$ cat config.mk
export PLATFORM = sky130hd
export DESIGN_NAME = pofc_ctr_alu
export DESIGN_NICKNAME = d
export VERILOG_FILES = /design/src/hdl/per_origin_packet_flag_counters_top_assert.svh /design/src/hdl/pofc_pkg.sv /design/src/hdl/pofc_ctr_alu.sv
export SDC_FILE = /design/constraint.sdc
export NUM_CORES = 1
export LEC_CHECK = 0
export ABC_AREA = 1
export BUFFER_PORTS_ARGS = -buffer_cell sky130_fd_sc_hd__buf_2
export CORE_MARGIN = 4
export CORE_UTILIZATION = 43
export DETAILED_ROUTE_END_ITERATION = 7
export GPL_ROUTABILITY_DRIVEN = 1
export PLACE_DENSITY = 0.8
export SLEW_MARGIN = 20
export SYNTH_ARGS = -nofsm -noshare
export SYNTH_HDL_FRONTEND = slang
export SYNTH_SLANG_ARGS = --single-unit
$ cat constraint.sdc
create_clock -name vclk -period 2.9
set_input_delay 0.435 -clock vclk [all_inputs]
set_output_delay 0.435 -clock vclk [all_outputs]
set_load 0.1 [all_outputs]
$ cat src/hdl/per_origin_packet_flag_counters_top_assert.svh
// Assertion macros shared by the counter block.
`ifndef PER_ORIGIN_PACKET_FLAG_COUNTERS_TOP_ASSERT_SVH
`define PER_ORIGIN_PACKET_FLAG_COUNTERS_TOP_ASSERT_SVH

// Same-cycle implication, checked out of reset.
`define POFC_ASSERT_NOW(lbl, ante, cons, msg) \
    lbl: assert property (@(posedge i_clk) disable iff (!i_rst_n) (ante) |-> (cons)) \
        else $error(msg);

// Next-cycle implication, checked out of reset.
`define POFC_ASSERT_NEXT(lbl, ante, cons, msg) \
    lbl: assert property (@(posedge i_clk) disable iff (!i_rst_n) (ante) |=> (cons)) \
        else $error(msg);

`endif

$ cat src/hdl/pofc_pkg.sv
// ----------------------------------------------------------------------------
// pofc_pkg
// Types, sizes and codes of the per-origin packet statistics block.
// ----------------------------------------------------------------------------
package pofc_pkg;

    localparam int unsigned MONITOR_SLOTS = 256;
    localparam int unsigned METRICS_SLOTS = 256;
    localparam int unsigned ORIGIN_CTRS   = 11;
    localparam int unsigned GLOBAL_CTRS   = 6;

    localparam int unsigned MON_AW = (MONITOR_SLOTS > 1) ? $clog2(MONITOR_SLOTS) : 1;
    localparam int unsigned MON_CW = $clog2(MONITOR_SLOTS + 1);
    localparam int unsigned MET_AW = (METRICS_SLOTS > 1) ? $clog2(METRICS_SLOTS) : 1;
    localparam int unsigned MET_CW = $clog2(METRICS_SLOTS + 1);
    localparam int unsigned CTR_DEPTH = METRICS_SLOTS * ORIGIN_CTRS;
    localparam int unsigned CTR_AW = $clog2(CTR_DEPTH);

    localparam logic [MON_CW-1:0] MON_LIM = MON_CW'(MONITOR_SLOTS);
    localparam logic [MET_CW-1:0] MET_LIM = MET_CW'(METRICS_SLOTS);

    // item kinds
    localparam logic [2:0] KIND_PKT   = 3'd0;
    localparam logic [2:0] KIND_REG   = 3'd1;
    localparam logic [2:0] KIND_UNREG = 3'd2;
    localparam logic [2:0] KIND_RDORG = 3'd3;
    localparam logic [2:0] KIND_RDGLB = 3'd4;

    // result status
    localparam logic [2:0] ST_OK       = 3'd0;
    localparam logic [2:0] ST_SKIP     = 3'd1;
    localparam logic [2:0] ST_MET_FULL = 3'd2;
    localparam logic [2:0] ST_NOT_FND  = 3'd3;
    localparam logic [2:0] ST_MON_FULL = 3'd4;

    // origin counter selects
    localparam logic [3:0] C_PIN    = 4'd0;
    localparam logic [3:0] C_POUT   = 4'd1;
    localparam logic [3:0] C_BIN    = 4'd2;
    localparam logic [3:0] C_BOUT   = 4'd3;
    localparam logic [3:0] C_SYN    = 4'd4;
    localparam logic [3:0] C_SYNACK = 4'd5;
    localparam logic [3:0] C_FIN    = 4'd6;
    localparam logic [3:0] C_RST    = 4'd7;
    localparam logic [3:0] C_ACK    = 4'd8;
    localparam logic [3:0] C_DATA   = 4'd9;
    localparam logic [3:0] C_TIME   = 4'd10;

    // global counter selects
    localparam logic [2:0] G_PKTS   = 3'd0;
    localparam logic [2:0] G_BYTES  = 3'd1;
    localparam logic [2:0] G_SYN    = 3'd2;
    localparam logic [2:0] G_SYNACK = 3'd3;
    localparam logic [2:0] G_PASS   = 3'd4;
    localparam logic [2:0] G_TIME   = 3'd5;

    localparam logic [15:0] ETYPE_IPV4 = 16'h0800;
    localparam logic [7:0]  PROTO_TCP  = 8'd6;
    localparam logic [7:0]  F_FIN = 8'h01;
    localparam logic [7:0]  F_SYN = 8'h02;
    localparam logic [7:0]  F_RST = 8'h04;
    localparam logic [7:0]  F_ACK = 8'h10;
    localparam logic [15:0] ETH_LEN      = 16'd14;
    localparam logic [15:0] MIN_IP_FRAME = 16'd34;
    localparam logic [15:0] DATA_LEN     = 16'd54;
    localparam logic [3:0]  MIN_IHL      = 4'd5;

    typedef struct packed {
        logic [2:0]  kind;
        logic [15:0] frame_length;
        logic [15:0] ether_type;
        logic [3:0]  header_words;
        logic [7:0]  ip_protocol;
        logic [31:0] source_address;
        logic [31:0] dest_address;
        logic [7:0]  flag_byte;
        logic [31:0] origin_address;
        logic [3:0]  counter_select;
        logic [63:0] timestamp;
    } t_in_word;

    typedef struct packed {
        logic [2:0]  status;
        logic [63:0] read_value;
        logic        ingress_counted;
        logic        egress_counted;
    } t_out_word;

    // per-packet update context for the counter ALU
    typedef struct packed {
        logic        ingress;
        logic [7:0]  flags;
        logic [15:0] len;
        logic [63:0] now;
    } t_upd;

endpackage

$ cat src/hdl/pofc_ctr_alu.sv
// ----------------------------------------------------------------------------
// pofc_ctr_alu
// Next value of one origin counter for a counted packet.
// ----------------------------------------------------------------------------
module pofc_ctr_alu
    import pofc_pkg::*;
(
    input  logic [3:0]  i_sel,
    input  logic [63:0] i_old,
    input  t_upd        i_upd,
    output logic [63:0] o_new
);
    logic        syn, ack;
    logic [63:0] inc;

    assign syn = |(i_upd.flags & F_SYN);
    assign ack = |(i_upd.flags & F_ACK);

    always_comb begin
        inc = 64'd0;
        case (i_sel)
            C_PIN:    inc = {63'd0, i_upd.ingress};
            C_POUT:   inc = {63'd0, !i_upd.ingress};
            C_BIN:    inc = i_upd.ingress ? {48'd0, i_upd.len} : 64'd0;
            C_BOUT:   inc = i_upd.ingress ? 64'd0 : {48'd0, i_upd.len};
            C_SYN:    inc = {63'd0, syn && !ack};
            C_SYNACK: inc = {63'd0, syn && ack};
            C_FIN:    inc = {63'd0, |(i_upd.flags & F_FIN)};
            C_RST:    inc = {63'd0, |(i_upd.flags & F_RST)};
            C_ACK:    inc = {63'd0, ack && !syn};
            C_DATA:   inc = {63'd0, i_upd.len > DATA_LEN};
            default:  inc = 64'd0;
        endcase
    end

    assign o_new = (i_sel == C_TIME) ? i_upd.now : i_old + inc;
endmodule
==> results of run 1 <==
kinds of logic after synthesis:
| family | count (synthesis) | synth area share |
|---|---|---|
| fa+ha+maj | 17 | 0.05361 |
| xor+xnor | 7 | 0.01493 |
| buf+inv | 156 | 0.1486 |
| compound gates | 40 | 0.05605 |
| simple gates | 656 | 0.7268 |
per-layer routing:
layer / overflow / GRT usage
met1: 0 / 0.6544
met2: 0 / 0.8985
met3: 0 / 0.5640
met4: 4 / 0.7650
met5: 0 / 0.1381
timing repair:
| action | in CTS |
|---|---|
| endpoints found under the setup margin | 61 |
| pin swaps | 121 |
| setup buffers | 27 |
| resized for setup | 255 |
| cloned | 1 |
per-stage QoR:
step	setup TNS (ns)	cells	hold slack, ns	worst slack (ns)
floorplan	-0.9992	876	1.143	-0.1462
global placement	-23.28	1266	1.242	-0.4973
detailed placement	-27.84	1266	1.251	-0.6099
CTS	-18.29	1288	1.248	-0.4381
Yosys cell counts, types with 2 or more instances:
| master | count | area (um2) |
|---|---|---|
| inv_1 | 129 | 484.2 |
| inv_2 | 13 | 48.80 |
| xnor2_1 | 5 | 43.79 |
| buf_2 | 8 | 40.04 |
| ha_1 | 16 | 200.2 |
| buf_4 | 2 | 15.01 |
| or2_2 | 5 | 31.28 |
| nand3_1 | 114 | 570.6 |
| o21ai_0 | 12 | 60.06 |
| nor3_2 | 7 | 70.07 |
| nand3b_1 | 5 | 37.54 |
| clkbuf_1 | 2 | 7.510 |
| nor2_2 | 10 | 62.56 |
| nor2_4 | 2 | 22.52 |
| o21ai_1 | 4 | 20.02 |
| nand2_2 | 35 | 219.0 |
| nor2_1 | 76 | 285.3 |
| nor3_1 | 19 | 95.09 |
| nand2_1 | 350 | 1314 |
| a21oi_1 | 14 | 70.07 |
| nand4_1 | 22 | 137.6 |
| nor3_4 | 7 | 113.9 |
| xor2_1 | 2 | 17.52 |
| a21oi_2 | 4 | 35.03 |
==> reports/qor.yml, run 1 <==
grt_usage: 0.7054
yosysSeqAreaShare: 0
grt_max_degree: 47
die_y_um: 105.7
rows: 35
grt_first_pass_wirelength_mm: 60.79
stop_stage: "global routing"
cts_hold_buf: 0
grt_pass1_vias: 10460
hpwl_mm: 16.63
netlist_area_mm2: 0.004108
netlist_instances: 876
gp_congestion: 0.9630
die_width_um: 105.7
syn_area_per_cell_um2: 4.689
grt_overflow: 4
initial_core_util: 0.4425
syn_nets: 1050
port_buffers: 217
place_area_mm2: 0.007670
outcome: "aborted with a tool error"
stop_error: "[ERROR GRT-0116] Global routing finished with congestion. Check the congestion regions in the DRC Viewer."
yosys_warnings: 0
synthDistinctLibCells: 37
ios: 221
==> run 2: changes to the inputs <==
CORE_UTILIZATION = 33   (was 43)
PLACE_DENSITY = unset   (was 0.8)
PLACE_DENSITY_LB_ADDON = 0.15   (was unset)
clock period = 3.8 ns   (was 2.9 ns; I/O delays follow)
==> run 2 against run 1 <==
Synthesized area stayed put. Synthesized cell count stayed put. The run now ends clean.
==> reports/qor.yml, run 2 <==
drv_slew: 0
netlist_area_mm2: 0.004108  # unchanged
grt_pass1_vias: 5698
hp-class: "input pin to output port"
leakage_nw: 3.580
slew_headroom: 0.5162
netlist_instances: 876  # unchanged
path_common_cell: "nand2_1"
power_frac_seq: 0
drt_pass1_iterations: 6
setup_violations: 0
cp_slowest_cell: "ha_2"
grt_max_degree: 75
hpwl_mm: 14.55  # -13%
fin_crit_ns: 3.708
max_freq_ghz: 0.2697
crit_type: "input pin to output port"
grt_first_pass_wirelength_mm: 26.56
vias: 6234
path_cells: "buf_2 -> nor2_1 -> nand2_1 -> o22ai_2 -> inv_1 -> buf_12 -> nor2_1 -> ha_2 -> a21oi_4 -> nand2_1 -> a21oi_2 -> inv_1 -> nand2_1 -> nand2_4 -> nand3_1 -> nand3_1 -> nand2_1 -> buf_12"
grt_usage: 0.2204
layout_worst_path_cycle_share: 0.9758
switchingPower_uw: 681.9
yosysSeqAreaShare: 0  # unchanged
initial_core_util: 0.3392  # -0.1033
yosysTopAreaCell: "nand2_1"
holdPathEnd: "o_new[54]"
syn_nets: 1050  # unchanged
die_y_um: 119.6  # +13%
netlist.area_leader.share: 0.3198  # unchanged
p_clk_frac: 0
outcome: "complete, no violations"
instances_no_fill: 1269
routedWlPerCell_um: 13.49
final_common_cell: "nand2_1"
core_area_mm2: 0.01211
syn_area_per_cell_um2: 4.689  # unchanged
startpoint_type: "input pin"
drt-initial-drc-count: 369
hp-start: "i_upd[54]"
vdd_drop_max_mv: 0.1040
worstHoldPathCells: 4
total_power_mw: 1.015
powerDensity_mw_per_mm2: 148.3
crit_required_ns: 3.23
fin_setup_tns_ns: 0
yosys_warnings: 0  # unchanged
drc: 0
fin_nets: 1277
dp_cells: 1266  # unchanged
intPower_uw: 333.5
timing.hold.ws_ns: 1.508
worst_setup_path_end_kind: "output port"
tightest_slew_ns: 0.7257
routed_wl_mm: 17.12
worst_ep_arrival_time_ns: 3.14
switching_share: 0.6715
cp_max_fo: 14
gp_congestion: 0.9395  # -2.4%
hold_viol_final: 0
cap_violations: 0
drive_above_1_share: 0.3842
ios: 221  # unchanged
synthDistinctLibCells: 37  # unchanged
cts_hold_buf: 0  # unchanged
regArea_um2: 0
ant_nets: 0
combPwrFrac: 1.000
dieArea_mm2: 0.01430
seq_cell_count: 0
antenna_found_initial: 1
viasPerCell: 4.913
netlist_top_cells_count: "nand2_1, inv_1, nand3_1"
clkbuf_count: 0
die_width_um: 119.6  # +13%
rsz0062_at_grt: "yes"
ys_top_cells_by_area: "nand2_1, nand3_1, inv_1"
antenna_cells: 0
port_buffers: 217  # unchanged
grt_overflow: 0
syn_to_final_growth_pct: 66.68
max_stage_delay_ns: 0.34
synth_most_common_cell: "nand2_1"
final_cell_mix: "nand2_1, buf_2, inv_1, nand3_1"
rows: 40  # +14%
==> run 2: cell counts after synthesis <==
No cell type changed its count.
==> run 2: critical path: cells and delay by family <==
kind	cells	cell delay (ns)
and+or+nand+nor	9	1.00
buffers and inverters	5	0.61
AOI/OAI and AO/OA	3	0.60
adders and majority gates	1	0.34
==> run 2: worst max-delay path by stage <==
stage / slack [ns] / startpoint / cells past startpoint / to
floorplan: -0.41 / i_sel[3] / 17 / o_new[12]
global placement: 0.009 / i_sel[1] / 22 / o_new[44]
detailed placement: -0.01 / i_sel[0] / 23 / o_new[44]
CTS: 0.01 / i_sel[0] / 23 / o_new[44]
global route: -0.08 / i_sel[2] / 20 / o_new[35]
finish: 0.09 / i_sel[2] / 18 / o_new[43]
==> run 2: what timing repair did <==
item,in CTS,in global routing
gates cloned,0,0
pin swaps,2,32
buffers inserted,0,3
gates resized for setup,2,124
endpoints found under the setup margin,9,53
==> run 2: through the flow <==
| stage | setup WS [ns] | util | area, um2 |
|---|---|---|---|
| floorplan | -0.4051 | - | 4129 |
| global placement | 0.008615 | 0.5254 | 6364 |
| detailed placement | -0.01475 | 0.5254 | 6364 |
| global route | -0.08197 | 0.5653 | 6847 |
| finish | 0.09185 | 0.5653 | 6847 |
| CTS | 0.01158 | 0.5258 | 6369 |
==> run 2: cell families (layout without fill, tap and decap cells) <==
kind of cell	after synthesis	after routing	share of synthesized area
AOI/OAI and AO/OA	40	40	0.05605
xor gates and xnor gates	7	7	0.01493
adders and majority gates	17	17	0.05361
buffers and inverters	156	381	0.1486
and+or+nand+nor	656	656	0.7268
==> run 2: power by group through the flow <==
stage / combinational, mW / clock, mW / sequential [mW]
3_5_place_dp: 0.979 / 0 / 0
2_1_floorplan: 0.599 / 0 / 0
4_1_cts: 0.982 / 0 / 0
6_report: 1.02 / 0 / 0
5_1_grt: 1.07 / 0 / 0
3_3_place_gp: 0.976 / 0 / 0
==> run 2: layout make-up <==
| class | count | area (um2) |
|---|---|---|
| multi-input cells | 720 | 3978 |
| fillers | 1321 | 5265 |
| well taps | 168 | 210.2 |
| repair buffers | 239 | 2126 |
| inverters | 142 | 533.0 |
==> run 2: layer usage <==
metal | global-route usage | vias to the layer above | share of wire
li1 | - | 3212 | -
met1 | 0.3014 | 2757 | 0.43
met2 | 0.3835 | 243 | 0.48
met3 | 0.02686 | 20 | 0.083
met4 | 0.02362 | 2 | 0.014
met5 | 0 | - | 0.00041
Power figures use the tool's default switching activity.
